## config.mk

```make
export PLATFORM = sky130hd
export DESIGN_NAME = tfn_div
export DESIGN_NICKNAME = d
export VERILOG_FILES = /design/src/design/tfn_pkg.sv /design/src/design/tfn_div.sv
export SDC_FILE = /design/constraint.sdc
export NUM_CORES = 1
export LEC_CHECK = 0
export ABC_AREA = 1
export BUFFER_PORTS_ARGS = -buffer_cell sky130_fd_sc_hd__buf_4
export CORE_ASPECT_RATIO = 1.5
export CORE_MARGIN = 2
export CORE_UTILIZATION = 55
export DETAILED_ROUTE_END_ITERATION = 6
export HOLD_SLACK_MARGIN = 0.06
export PLACE_DENSITY = 0.75
export SYNTH_ARGS = -nofsm -noshare
export SYNTH_HDL_FRONTEND = slang
export SYNTH_SLANG_ARGS = --single-unit
```

## constraint.sdc

```tcl
create_clock -name clk_i -period 4.4 [get_ports clk_i]
set_input_delay 0.44 -clock clk_i [delete_from_list [all_inputs] [get_ports clk_i]]
set_output_delay 0.44 -clock clk_i [all_outputs]
set_load 0.01 [all_outputs]
```

## src/design/tfn_pkg.sv

```systemverilog
package tfn_pkg;

  // Vertex store
  localparam int VERTEX_DEPTH = 1024;
  localparam int ADDR_W       = $clog2(VERTEX_DEPTH);
  localparam int IDX_W        = 10;

  // Datapath widths
  localparam int COORD_W  = 16;             // Q8.8 coordinate
  localparam int DIFF_W   = COORD_W + 1;    // edge vector component
  localparam int PROD_W   = 2 * DIFF_W;     // one partial product of the cross product
  localparam int WIDE_W   = PROD_W + 1;     // difference of two partial products
  localparam int MAG_W    = PROD_W;         // cross product magnitude
  localparam int NORM_W   = 30;             // magnitude after the normalizing shift
  localparam int SQ_W     = 2 * NORM_W;
  localparam int SUM_W    = SQ_W + 2;
  localparam int ROOT_W   = SUM_W / 2;
  localparam int REM_W    = ROOT_W + 1;
  localparam int DEN_W    = ROOT_W + 1;
  localparam int QUO_W    = 15;
  localparam int NORMAL_W = 16;             // Q1.14 result

  localparam logic [QUO_W-1:0] QUO_MAX = QUO_W'(1) << (QUO_W - 1);

  // Input item opcodes
  localparam logic MODE_WRITE  = 1'b0;
  localparam logic MODE_NORMAL = 1'b1;

  typedef logic [IDX_W-1:0]           idx_t;
  typedef logic [ADDR_W-1:0]          addr_t;
  typedef logic signed [COORD_W-1:0]  coord_t;
  typedef logic signed [DIFF_W-1:0]   diff_t;
  typedef logic signed [PROD_W-1:0]   prod_t;
  typedef logic signed [WIDE_W-1:0]   wide_t;
  typedef logic signed [NORMAL_W-1:0] normal_t;

  typedef struct packed {
    coord_t x;
    coord_t y;
    coord_t z;
  } vertex_t;

  // Cross product as sign and magnitude per component
  typedef struct packed {
    logic [2:0]            neg;
    logic [2:0][MAG_W-1:0] mag;
  } cross_t;

  // Normalized magnitudes and their Euclidean length
  typedef struct packed {
    logic                   degen;
    logic [2:0]             neg;
    logic [2:0][NORM_W-1:0] mag;
    logic [ROOT_W-1:0]      len;
  } root_t;

  typedef struct packed {
    normal_t normal_x;
    normal_t normal_y;
    normal_t normal_z;
    logic    degenerate;
  } result_t;

  function automatic logic in_range(input idx_t idx);
    return 32'(idx) < 32'(VERTEX_DEPTH);
  endfunction

endpackage

```

## src/design/tfn_div.sv

```systemverilog
module tfn_div (
  input  logic             clk_i,
  input  logic             rst_ni,
  input  logic             start_i,
  input  tfn_pkg::root_t   res_i,
  output logic             valid_o,
  input  logic             take_i,
  output tfn_pkg::result_t res_o
);

  localparam logic [1:0] ST_IDLE = 2'd0;
  localparam logic [1:0] ST_RUN  = 2'd1;
  localparam logic [1:0] ST_HOLD = 2'd2;

  localparam logic [3:0] CNT_LAST = 4'(tfn_pkg::QUO_W - 1);

  logic [1:0]                       state_q;
  logic [3:0]                       cnt_q;
  logic [tfn_pkg::DEN_W-1:0]        den_q;
  logic [tfn_pkg::QUO_W-1:0]        nlo_q;
  logic [2:0][tfn_pkg::REM_W-1:0]   rem_q;
  logic [2:0][tfn_pkg::REM_W-1:0]   rem_d;
  logic [2:0][tfn_pkg::QUO_W-1:0]   quo_q;
  logic [2:0][tfn_pkg::QUO_W-1:0]   quo_d;
  logic [2:0][tfn_pkg::REM_W:0]     rsh;
  logic [2:0]                       neg_q;
  logic                             degen_q;
  tfn_pkg::normal_t                 nrm [3];

  // three restoring-division lanes share the divisor and the numerator tail
  always_comb begin
    for (int k = 0; k < 3; k++) begin
      rsh[k] = {rem_q[k], nlo_q[tfn_pkg::QUO_W-1]};
      if (rsh[k] >= {1'b0, den_q}) begin
        rem_d[k] = tfn_pkg::REM_W'(rsh[k] - {1'b0, den_q});
        quo_d[k] = {quo_q[k][tfn_pkg::QUO_W-2:0], 1'b1};
      end else begin
        rem_d[k] = rsh[k][tfn_pkg::REM_W-1:0];
        quo_d[k] = {quo_q[k][tfn_pkg::QUO_W-2:0], 1'b0};
      end
    end
  end

  always_ff @(posedge clk_i or negedge rst_ni) begin
    if (!rst_ni) begin
      state_q <= ST_IDLE;
      cnt_q   <= '0;
    end else begin
      case (state_q)
        ST_IDLE: begin
          if (start_i) begin
            state_q <= res_i.degen ? ST_HOLD : ST_RUN;
            cnt_q   <= '0;
          end
        end
        ST_RUN: begin
          if (cnt_q == CNT_LAST) begin
            state_q <= ST_HOLD;
          end else begin
            cnt_q <= cnt_q + 4'd1;
          end
        end
        ST_HOLD: begin
          if (take_i) begin
            state_q <= ST_IDLE;
          end
        end
        default: state_q <= ST_IDLE;
      endcase
    end
  end

  // numerator is mag * 2^15 + len, divisor 2 * len: rounds half up
  always_ff @(posedge clk_i) begin
    if (state_q == ST_IDLE && start_i) begin
      den_q   <= {res_i.len, 1'b0};
      nlo_q   <= res_i.len[tfn_pkg::QUO_W-1:0];
      neg_q   <= res_i.neg;
      degen_q <= res_i.degen;
      for (int k = 0; k < 3; k++) begin
        rem_q[k] <= tfn_pkg::REM_W'(res_i.mag[k])
                  + tfn_pkg::REM_W'(res_i.len[tfn_pkg::ROOT_W-1:tfn_pkg::QUO_W]);
        quo_q[k] <= '0;
      end
    end else if (state_q == ST_RUN) begin
      nlo_q <= nlo_q << 1;
      rem_q <= rem_d;
      quo_q <= quo_d;
    end
  end

  always_comb begin
    for (int k = 0; k < 3; k++) begin
      if (degen_q) begin
        nrm[k] = '0;
      end else if (neg_q[k]) begin
        nrm[k] = -tfn_pkg::normal_t'(quo_q[k]);
      end else begin
        nrm[k] = tfn_pkg::normal_t'(quo_q[k]);
      end
    end
  end

  assign valid_o          = (state_q == ST_HOLD);
  assign res_o.normal_x   = nrm[0];
  assign res_o.normal_y   = nrm[1];
  assign res_o.normal_z   = nrm[2];
  assign res_o.degenerate = degen_q;

  a_quo_bound: assert property (@(posedge clk_i) disable iff (!rst_ni)
    (state_q == ST_HOLD && !degen_q) |->
      (quo_q[0] <= tfn_pkg::QUO_MAX && quo_q[1] <= tfn_pkg::QUO_MAX
       && quo_q[2] <= tfn_pkg::QUO_MAX))
    else $error("normal component exceeds unit length");

endmodule

```

; ---- Yosys cells after proc, flatten, opt, wreduce, memory -nomap -nowiden
; Index checks and enable logic that the tools add are counted.
[word_totals]
wordCells = 62
output_inout_bits = 50
ff_bits = 197
[classes]
n_addsub = 10
n_eq_ne = 7
reduce_logical = 6
magnitude_cmp = 3
mux = 24
[op_table]
columns = op, count
row1 = 96-bit two-way mux, 2
row2 = 33-bit by 32-bit >= comparator with 1-bit output, 3
row3 = 16-bit two-way mux, 6
row4 = 32-bit two-way mux, 3
row5 = 32-bit subtractor, 3
row6 = 30-bit by 16-bit adder with 31-bit output, 3
row7 = 15-bit negation with 16-bit output, 3
row8 = 15-bit two-way mux, 2
row9 = 2-bit two-way mux, 4
row10 = 4-bit two-way mux, 2
row11 = 4-bit case mux with 2 select lines, 1
row12 = "2-bit != test, second input constant", 3
row13 = 2-bit case mux with 3 select lines, 1
row14 = 3-bit AND reduction, 2
row15 = "4-bit by 1-bit adder with 4-bit output, second input constant", 1
row16 = "4-bit == test, second input constant", 1
row17 = 2-bit nonzero test, 2
row18 = 1-bit two-way mux, 3
row19 = "2-bit by 1-bit == test with 1-bit output, second input constant", 1
row20 = "2-bit == test, second input constant", 1
row21 = 2-bit logical NOT, 1
row22 = "2-bit by 1-bit != test with 1-bit output, second input constant", 1
row23 = 1-bit logical AND, 1

; ---- Longest topological paths before layout
; Gate-level depths: netlist of the first run.
[logic_depth]
ltp_word = 4
ltp_mapped = 17
ltp_nobuf = 16

; ---- Worst setup path before layout of the first run
; Ideal clock, no wire load.
[synth_path]
path_kind = reg2reg
start = reg state_q[1]
end = reg nlo_q[0] in the netlist's numbering (enable)
stages_incl_launch_ff = 7
t_arrival_ps = 2590
synth_period_minus_slack_ps = 3013
n_path_buf = 1
slack_ps = 1387
required_ps = 3977
cell_sequence = dfrtp_1 nor2_1 inv_1 nor2_1 inv_2 nand2_1 buf_2
[synth_via]
elab_chain_len = 3
[synth_rtl]
columns = item, line
row1 = start: declaration, tfn_div.sv:17  ; logic [1:0] state_q;
row2 = start signal: assignment, tfn_div.sv:52  ; state_q <= res_i.degen ? ST_HOLD : ST_RUN;
row3 = 2-bit logical NOT, tfn_div.sv:75  ; if (state_q == ST_IDLE && start_i) begin
row4 = 1-bit logical AND, tfn_div.sv:75
row5 = 2-bit nonzero test (no source line) *, -
row6 = end signal: assignment, tfn_div.sv:77  ; nlo_q <= res_i.len[tfn_pkg::QUO_W-1:0];
row7 = end signal: assignment, tfn_div.sv:86  ; nlo_q <= nlo_q << 1;
row8 = end: declaration, tfn_div.sv:20  ; logic [tfn_pkg::QUO_W-1:0] nlo_q;
; Every way passes the cells marked *; elsewhere a longest branch is shown, timed or not.
; A chain may end at the register's enable or synchronous reset.

; ---- Worst setup path after layout of the first run
[layout_path]
start = reg den_q[1] in the netlist's numbering
end = reg rem_q[68] in the netlist's numbering, data pin
[layout_via]
elab_chain_len = 4
[layout_rtl]
columns = item, line
row1 = start: declaration, tfn_div.sv:19  ; logic [tfn_pkg::DEN_W-1:0] den_q;
row2 = start signal: assignment, tfn_div.sv:76  ; den_q <= {res_i.len, 1'b0};
row3 = 32-bit subtractor / 33-bit by 32-bit >= comparator with 1-bit output (equally long branches), "tfn_div.sv:35, tfn_div.sv:34"
row4 = 32-bit two-way mux *, tfn_div.sv:34  ; if (rsh[k] >= {1'b0, den_q}) begin
row5 = 96-bit two-way mux *, tfn_div.sv:85  ; end else if (state_q == ST_RUN) begin
row6 = 96-bit two-way mux *, tfn_div.sv:75
row7 = end signal: indexed assignment, tfn_div.sv:81  ; rem_q[k] <= tfn_pkg::REM_W'(res_i.mag[k])
row8 = end signal: assignment, tfn_div.sv:87  ; rem_q <= rem_d;
row9 = end: declaration, tfn_div.sv:21  ; logic [2:0][tfn_pkg::REM_W-1:0] rem_q;
; Every way passes the cells marked *; elsewhere a longest branch is shown, timed or not. The select of a mux whose other input is x is not followed.

==> results of run 1 <==
[power by group through the flow]
stage / logic (mW) / registers (mW) / clock network (mW)
after floorplan: 8.76 / 3.51 / 0
after global placement: 11.6 / 3.68 / 0
after detailed placement: 11.8 / 3.69 / 0
after CTS: 11.9 / 3.66 / 1.82
after global routing: 13.4 / 3.73 / 1.87
final: 12.1 / 3.68 / 1.83
[metal layers]
metal / wire length [um] / vias up / global-route usage (%)
li1: - / 11300 / -
met1: 28400 / 10589 / 42.5
met2: 37400 / 1131 / 66.4
met3: 5450 / 287 / 5.74
met4: 5950 / 2 / 26.1
met5: 13 / - / 0
[path summary, 6_finish.rpt]
kind / startpoint / endpoint / slack (ns) / depth (start not counted)
max in group asynchronous: rst_ni / cnt_q[2]$_DFFE_PN0P_ / 3.98 / 2
hold / removal: res_i[123] / neg_q[2]$_DFFE_PP_ / 0.13 / 1
min in group asynchronous: rst_ni / state_q[1]$_DFFE_PN0P_ / 0.30 / 2
setup / recovery: den_q[1]$_DFFE_PP_ / rem_q[68]$_DFFE_PP_ / 1.08 / 12
hold reg to reg: nlo_q[2]$_DFFE_PP_ / nlo_q[3]$_DFFE_PP_ / 0.52 / 2
setup reg to reg: den_q[1]$_DFFE_PP_ / rem_q[68]$_DFFE_PP_ / 1.08 / 12
[stage by stage]
| step | setup WS (ns) | hold slack [ns] | power, mW |
|---|---|---|---|
| 2_1_floorplan | 1.39 | 0.144 | 12.3 |
| 5_1_grt | 0.897 | 0.122 | 19.0 |
| 3_3_place_gp | 1.14 | 0.249 | 15.3 |
| 6_report | 1.08 | 0.128 | 17.6 |
| 3_5_place_dp | 1.14 | 0.253 | 15.5 |
| 4_1_cts | 1.12 | 0.127 | 17.4 |
[flip-flops by register name (all words and copies together), names as in the netlist]
signal   count
rem_q       96
quo_q       45
den_q       31
nlo_q       15
cnt_q        4
neg_q        3
state_q      2
degen_q      1
[layout by cell type (no fill, tap or decap), types with 40 or more instances in the layout]
cell,netlist,layout
nand4_1,60,60
a21oi_1,157,157
nand3_1,297,297
nand3b_1,43,43
ha_1,146,146
inv_1,536,536
o21ai_0,104,104
nor3_1,56,56
o22ai_1,43,43
nor2_1,320,319
nand2_1,1153,1152
dfxtp_1,45,45
buf_4,7,182
xnor2_1,40,40
edfxtp_1,146,146
[layout make-up]
type / instances / area (um2) / area share [%]
clock buffer: 17 / 425 / 1.82
timing repair buffer: 186 / 1440 / 6.13
antenna: 2 / 5.00 / 0.0214
inverter: 559 / 2100 / 8.96
sequential: 197 / 5440 / 23.2
clock inverter: 15 / 234 / 0.998
tap: 489 / 612 / 2.61
multi-input combinational: 2606 / 13200 / 56.3
[cells by family (layout without fill, tap and decap cells)]
group	count (synthesis)	count (layout)	synth area share (%)
AO/OA/AOI/OAI	383	383	9.90
flip-flops	197	197	25.8
buffers and inverters	618	777	11.7
other	0	2	0
adder cells (fa/ha/maj)	152	152	9.24
XOR/XNOR	68	68	2.83
AND/OR/NAND/NOR	2003	2003	40.6
==> Implementation_results.wiki, run 1 <==
{| class="wikitable"
! Metric !! Value
|-
| Crit-path leading delay family || simple AND/OR/NAND/NOR gates
|-
| Critical path start-end classification || reg2reg
|-
| Endpoints failing setup || 0
|-
| Wire length of the first global-routing pass || between 100,000 and 150,000 um
|-
| Setup TNS Final || 0 ns
|-
| Chip Height || between 200 and 250 um
|-
| Clock latency of the later-clocked register in the worst-skew pair || about 0.49 ns
|-
| Maximum achievable frequency || 301 MHz
|-
| Type of destination of the critical path || flip-flop
|-
| GRT Util Overall || 38.2%
|-
| Number of rows in the core area || 87
|-
| Placer's final routability congestion estimate || 1.04
|-
| Post-layout instance area || about 0.023 mm2
|-
| Share of total power in sequential cells || a little over a fifth
|-
| MaxCap Viol Count || 0
|-
| Worst vdd ir || between 400 and 500 uV
|-
| Status || finished, final reports clean
|-
| Clock tree from TritonCTS || yes
|-
| Number of buffers created by CTS || 17
|-
| CTS hold repair buffers || 1
|-
| Combinational power share || between 60% and 70%
|-
| Pre-Repair DR Iteration Count || 6
|-
| Register area share after synthesis || ~26%
|-
| Mean cell area of the mapped netlist || 6.16 um2
|-
| Sinks on Clock Net || between 150 and 200
|-
| Core Box Area || around 0.038 mm2
|-
| Highest fanout seen on the critical path || 44
|-
| Internal || around 8 mW
|-
| Core Util, Final || 62.2%
|-
| Vias in the first global route || ~22,000
|-
| Starting density of the core || 55.9%
|-
| Primary flip-flop cell chosen by synthesis mapping || edfxtp_1
|-
| Hold WC Path Type || in2reg
|-
| Number of gates resized after CTS || 0
|-
| Share of post-route cells with drive strength above 1 || under 10%
|-
| Placed Cells || between 4,000 and 5,000
|-
| Overall overflow remaining after global route || 0
|-
| List of cells traversed by the critical path || ha_1 > fa_1 > nor2_1 > o21ai_1 > nand2_1 > nand2_1 > nand2_2 > nand2_2 > nand2_4 > nand2_1 > nand2_1 > o21ai_1
|-
| Crit path launch type || flip-flop
|-
| Clock tree buffer depth || 2
|-
| Slew HR || 38.7%
|-
| Final worst clock skew || between 0.02 and 0.025 ns
|-
| Antenna violation net count after detailed routing || 0
|-
| Required time at the endpoint of the critical path || around 4.6 ns
|-
| Switching share of power || 54.4%
|-
| RSZ-0062 raised after global routing || false
|-
| Clk slew on worst S/H paths || 0.10 ns
|-
| Routed WL per cell || approximately 19 um
|-
| Critical path's slowest cell || nand2_4
|-
| Net count of the mapped netlist || ~3,700
|-
| Routed wire length || between 70,000 and 80,000 um
|-
| Total buffers and inverters traversed by the critical path || 0
|-
| Crit path largest cell delay || between 0.5 and 0.6 ns
|-
| Most common cell in the synthesized netlist || nand2_1
|-
| Net count reported at finish || 3,848
|-
| Post-route clock period utilization || ~76%
|-
| Final hold violations || 0
|-
| Clk pwr share || a little over a tenth
|-
| Post-synthesis async set-or-reset flop share || around 3.0%
|-
| Filler cells || 3,540
|-
| CTS H-tree depth || 4
|-
| Root cell of the clock tree || clkbuf_16
|-
| Distinct cell type count of the synthesized netlist || slightly above 50
|-
| Starting DRT DRC Count || between 1,500 and 2,000
|-
| Pin count of the biggest net entering global routing || ~140
|-
| Cell type with the largest total area after synthesis || edfxtp_1
|-
| Via density per instance || approximately 5.7
|-
| Net Switching || between 9 and 10 mW
|-
| Post-synth EDFFs || ~150
|-
| Crit path DAT || 3.50 ns
|-
| Number of warning messages in the yosys log || 0
|-
| Post-synthesis register bit count || 197
|-
| Leading post-synthesis cells by instance count || 1,153 x nand2_1, 536 x inv_1, 320 x nor2_1
|-
| Number of I/O pins || 179
|-
| Port bufs || between 150 and 200
|-
| Number of design rule violations left after detail routing || 0
|-
| Die area || between 0.03 and 0.04 mm2
|-
| Via total after detailed routing || 23,309
|-
| Cell types with the largest area share after synthesis || edfxtp_1 21%, nand2_1 21%, inv_1 9.5%, ha_1 8.7%, nand3_1 7.1%
|-
| Areal power density over the cells || ~750 mW/mm2
|-
| Gate Count Post-Synth || approximately 3,400
|-
| Width of the die || between 150 and 200 um
|-
| Number of post-CTS setup repair buffers || 0
|-
| Leakage Power || about 12 nW
|-
| Top-area cell type share of the netlist area || a little over a fifth
|-
| Antenna violations before repair || 2
|-
| Layout overhead on the synthesized area || 11.2%
|-
| Cell area after synthesis || between 0.02 and 0.025 mm2
|-
| Total count of max-transition violations in the final report || 0
|-
| Final period demand of the worst path || around 3.3 ns
|-
| Estimated wirelength of the detail-placed design || ~63,000 um
|-
| Least-Margin Pin Slew || between 0.9 and 1 ns
|-
| Top cell by count, worst path || nand2_1
|-
| Placed Area || 0.0228 mm2
|-
| Filler-free cell count of the finished design || 4,071
|}
No activity file was read; power rests on OpenSTA's default activity.
==> inputs of run 2 (changes only) <==
--- a/config.mk
+++ b/config.mk
@@ -12,7 +12,7 @@
 export CORE_UTILIZATION = 55
 export DETAILED_ROUTE_END_ITERATION = 6
 export HOLD_SLACK_MARGIN = 0.06
-export PLACE_DENSITY = 0.75
+export PLACE_DENSITY = 0.78
 export SYNTH_ARGS = -nofsm -noshare
 export SYNTH_HDL_FRONTEND = slang
 export SYNTH_SLANG_ARGS = --single-unit
==> constraint.sdc (replaced) <==
create_clock -name clk_i -period 2.9 [get_ports clk_i]
set_input_delay 0.29 -clock clk_i [delete_from_list [all_inputs] [get_ports clk_i]]
set_output_delay 0.29 -clock clk_i [all_outputs]
set_load 0.01 [all_outputs]
==> Implementation_results.wiki, run 2 (synthesized netlist as in run 1, its figures left out) <==
{| class="wikitable"
! Metric !! Value
|-
| Crit path largest cell delay || 0.38 ns (was 0.54 ns)
|-
| Slack of the worst reg-to-reg path || 0.09 ns (was 1.08 ns)
|-
| Maximum achievable frequency || 356 MHz (was 301 MHz)
|-
| GRT Util Overall || 41.0% (was 38.2%)
|-
| Routed wire length || 81,900 um (was 77,300 um)
|-
| Starting DRT DRC Count || 2,219 (was 1,937)
|-
| Share of post-route cells with drive strength above 1 || 10.4% (was 8.35%)
|-
| Total count of max-transition violations in the final report || 0 (unchanged)
|-
| Filler-free cell count of the finished design || 4,160 (was 4,071)
|-
| Layout overhead on the synthesized area || 15.6% (was 11.2%)
|-
| Clock tree from TritonCTS || yes (unchanged)
|-
| Antenna violations before repair || 7 (was 2)
|-
| Status || finished with violations (was finished, final reports clean)
|-
| Clk slew on worst S/H paths || 0.10 ns (about the same)
|-
| Final worst clock skew || 0.0234 ns (was 0.0240 ns)
|-
| Via density per instance || 5.76 (was 5.73)
|-
| MaxCap Viol Count || 0 (unchanged)
|-
| Hold Path Sink || den_q[19]$_DFFE_PP_ (was neg_q[2]$_DFFE_PP_)
|-
| Vias in the first global route || 22,966 (was 22,435)
|-
| Crit path launch type || flip-flop (unchanged)
|-
| Violations in the final reports || design-rule violations
|-
| Largest registers in the final layout || rem_q (96), quo_q (45), den_q (31) (unchanged)
|-
| Post-route clock period utilization || 96.9% (was 75.6%)
|-
| Number of buffers created by CTS || 17 (unchanged)
|-
| Number of design rule violations left after detail routing || 6 (was 0)
|-
| Hold WC Path Type || in2reg (unchanged)
|-
| Internal || 12.9 mW (was 8.03 mW)
|-
| Overall overflow remaining after global route || 0 (unchanged)
|-
| Areal power density over the cells || 1140 mW/mm2 (was 751 mW/mm2)
|-
| Antenna violation net count after detailed routing || 0 (unchanged)
|-
| Switching share of power || 53.4% (was 54.4%)
|-
| Chip Height || 244 um (unchanged)
|-
| Core Box Area || 0.0377 mm2 (unchanged)
|-
| Required time at the endpoint of the critical path || 3.15 ns (was 4.58 ns)
|-
| List of cells traversed by the critical path || inv_1 > buf_4 > ha_1 > nand2_1 > nor2_2 > nand2_1 > nor2_1 > nand3_1 > nand3_4 > buf_12 > nand3_1 > nand2_1 > nand2_1 (was ha_1 > fa_1 > nor2_1 > o21ai_1 > nand2_1 > nand2_1 > nand2_2 > nand2_2 > nand2_4 > nand2_1 > nand2_1 > o21ai_1)
|-
| Placer's final routability congestion estimate || 1.06 (was 1.04)
|-
| Routed WL per cell || 19.7 um (was 19.0 um)
|-
| Highest fanout seen on the critical path || 15 (was 44)
|-
| Pre-Repair DR Iteration Count || 7 (was 6)
|-
| Net count reported at finish || 3,933 (was 3,848)
|-
| Launch instance of the worst register-to-register path || den_q[17]$_DFFE_PP_ (was den_q[1]$_DFFE_PP_)
|-
| Critical register-to-register path endpoint || rem_q[25]$_DFFE_PP_ (was rem_q[68]$_DFFE_PP_)
|-
| Top cell by count, worst path || nand2_1 (unchanged)
|-
| Setup TNS Final || 0 ns (unchanged)
|-
| Max FFs per register || 96 (unchanged)
|-
| Endpoints failing setup || 0 (unchanged)
|-
| Highest-count cells in the layout ignoring fill and taps || 1,150 x nand2_1, 529 x inv_1, 318 x nor2_1 (was 1,152 x nand2_1, 536 x inv_1, 319 x nor2_1)
|-
| Clk pwr share || 10.1% (was 10.4%)
|-
| Starting density of the core || 55.9% (unchanged)
|-
| Number of I/O pins || 179 (unchanged)
|-
| Worst Hold Launch || res_i[18] (was res_i[123])
|-
| Critical path start-end classification || reg2reg (unchanged)
|-
| Share of total power in sequential cells || 20.6% (was 20.9%)
|-
| Most common library cell in the layout ignoring fill and taps || nand2_1 (unchanged)
|-
| Root cell of the clock tree || clkbuf_16 (unchanged)
|-
| Wire length of the first global-routing pass || 125,000 um (was 117,000 um)
|-
| Sinks on Clock Net || 197 (unchanged)
|-
| Pin count of the biggest net entering global routing || 142 (unchanged)
|-
| Least-Margin Pin Slew || 0.711 ns (was 0.919 ns)
|-
| Port bufs || 178 (unchanged)
|-
| Largest register by flop count || rem_q (unchanged)
|-
| Final hold violations || 0 (unchanged)
|-
| Placed Cells || 4,095 (was 4,036)
|-
| Net Switching || 14.8 mW (was 9.57 mW)
|-
| Die area || 0.0399 mm2 (unchanged)
|-
| Crit path DAT || 3.06 ns (was 3.50 ns)
|-
| Leakage Power || 12.7 nW (was 12.3 nW)
|-
| Estimated wirelength of the detail-placed design || 65,100 um (was 62,700 um)
|-
| Clock tree buffer depth || 2 (unchanged)
|-
| Critical path's slowest cell || edfxtp_1 (was nand2_4)
|-
| Clock latency of the later-clocked register in the worst-skew pair || 0.50 ns (was 0.49 ns)
|-
| Worst vdd ir || 731 uV (was 496 uV)
|-
| Via total after detailed routing || 23,961 (was 23,309)
|-
| Width of the die || 164 um (unchanged)
|-
| Number of cells on the worst reg-to-reg path || 13 (was 12)
|-
| CTS H-tree depth || 4 (unchanged)
|-
| Final period demand of the worst path || 2.81 ns (was 3.32 ns)
|-
| Type of destination of the critical path || flip-flop (unchanged)
|-
| Number of rows in the core area || 87 (unchanged)
|-
| Combinational power share || 69.3% (was 68.7%)
|-
| Slew HR || 52.6% (was 38.7%)
|-
| Cells on Worst Hold Path || 1 (unchanged)
|}
-- run 2: power groups by stage --
stage / Sequential (mW) / Combinational, mW / Clock [mW]
floorplan: 5.30 / 13.3 / 0
global placement: 5.65 / 18.1 / 0
detailed placement: 5.66 / 18.4 / 0
CTS: 5.61 / 18.6 / 2.80
global route: 5.74 / 21.2 / 2.90
finish: 5.69 / 19.2 / 2.80
-- run 2: worst max path at each step --
stage,slack [ns],from,end
detailed placement,-0.15,den_q[14]$_DFFE_PP_,rem_q[25]$_DFFE_PP_
CTS,0.04,den_q[14]$_DFFE_PP_,rem_q[25]$_DFFE_PP_
finish,0.09,den_q[17]$_DFFE_PP_,rem_q[25]$_DFFE_PP_
global route,-0.04,quo_q[31]$_SDFFE_PP0P_,res_o[13]
global placement,-0.18,den_q[14]$_DFFE_PP_,rem_q[25]$_DFFE_PP_
floorplan,0.48,state_q[1]$_DFFE_PN0P_,nlo_q[0]$_SDFFCE_PN0P_
-- run 2: critical path: cells and delay by family (launching register included) --
family        cells  cell delay [ns]
simple gates      9             1.26
buf+inv           3             0.73
flops             1             0.38
fa+ha+maj         1             0.21
-- run 2: timing repair --
action / 4_1_cts / 5_1_grt
setup endpoints to repair: 28 / 32
pin swaps: 0 / 2
cloned: 0 / 1
setup buffers: 0 / 5
endpoints found under the hold margin: 26 / 0
gates resized for setup: 1 / 20
hold buffers: 21 / 0
-- run 2: metrics by stage --
step,utilization (%),power (mW),hold slack (ns),instance area (um2),setup WS [ns]
global placement,61.9,23.7,0.0992,23300,-0.178
CTS,64.3,27.0,0.0880,24200,0.0357
floorplan,-,18.6,-0.00559,21100,0.480
detailed placement,61.9,24.0,0.0996,23300,-0.155
finish,64.7,27.7,0.102,24300,0.0897
global route,64.6,29.8,0.0835,24300,-0.0414
-- run 2: cell type report --
type / instances / area (um2)
sequential: 197 / 5440
clock inverter: 15 / 250
clock buffer: 17 / 425
tap: 489 / 612
multi-input combinational: 2606 / 13200
antenna: 6 / 15.0
fill: 3647 / 13300
inverter: 559 / 2110
timing repair buffer: 271 / 2270
-- run 2: per-layer routing --
metal	vias up	track usage, %	routed length [um]
met3	365	9.01	6260
met4	2	34.3	7710
met2	1195	68.2	39200
li1	11508	-	-
met1	10891	43.9	28800
met5	-	0	12
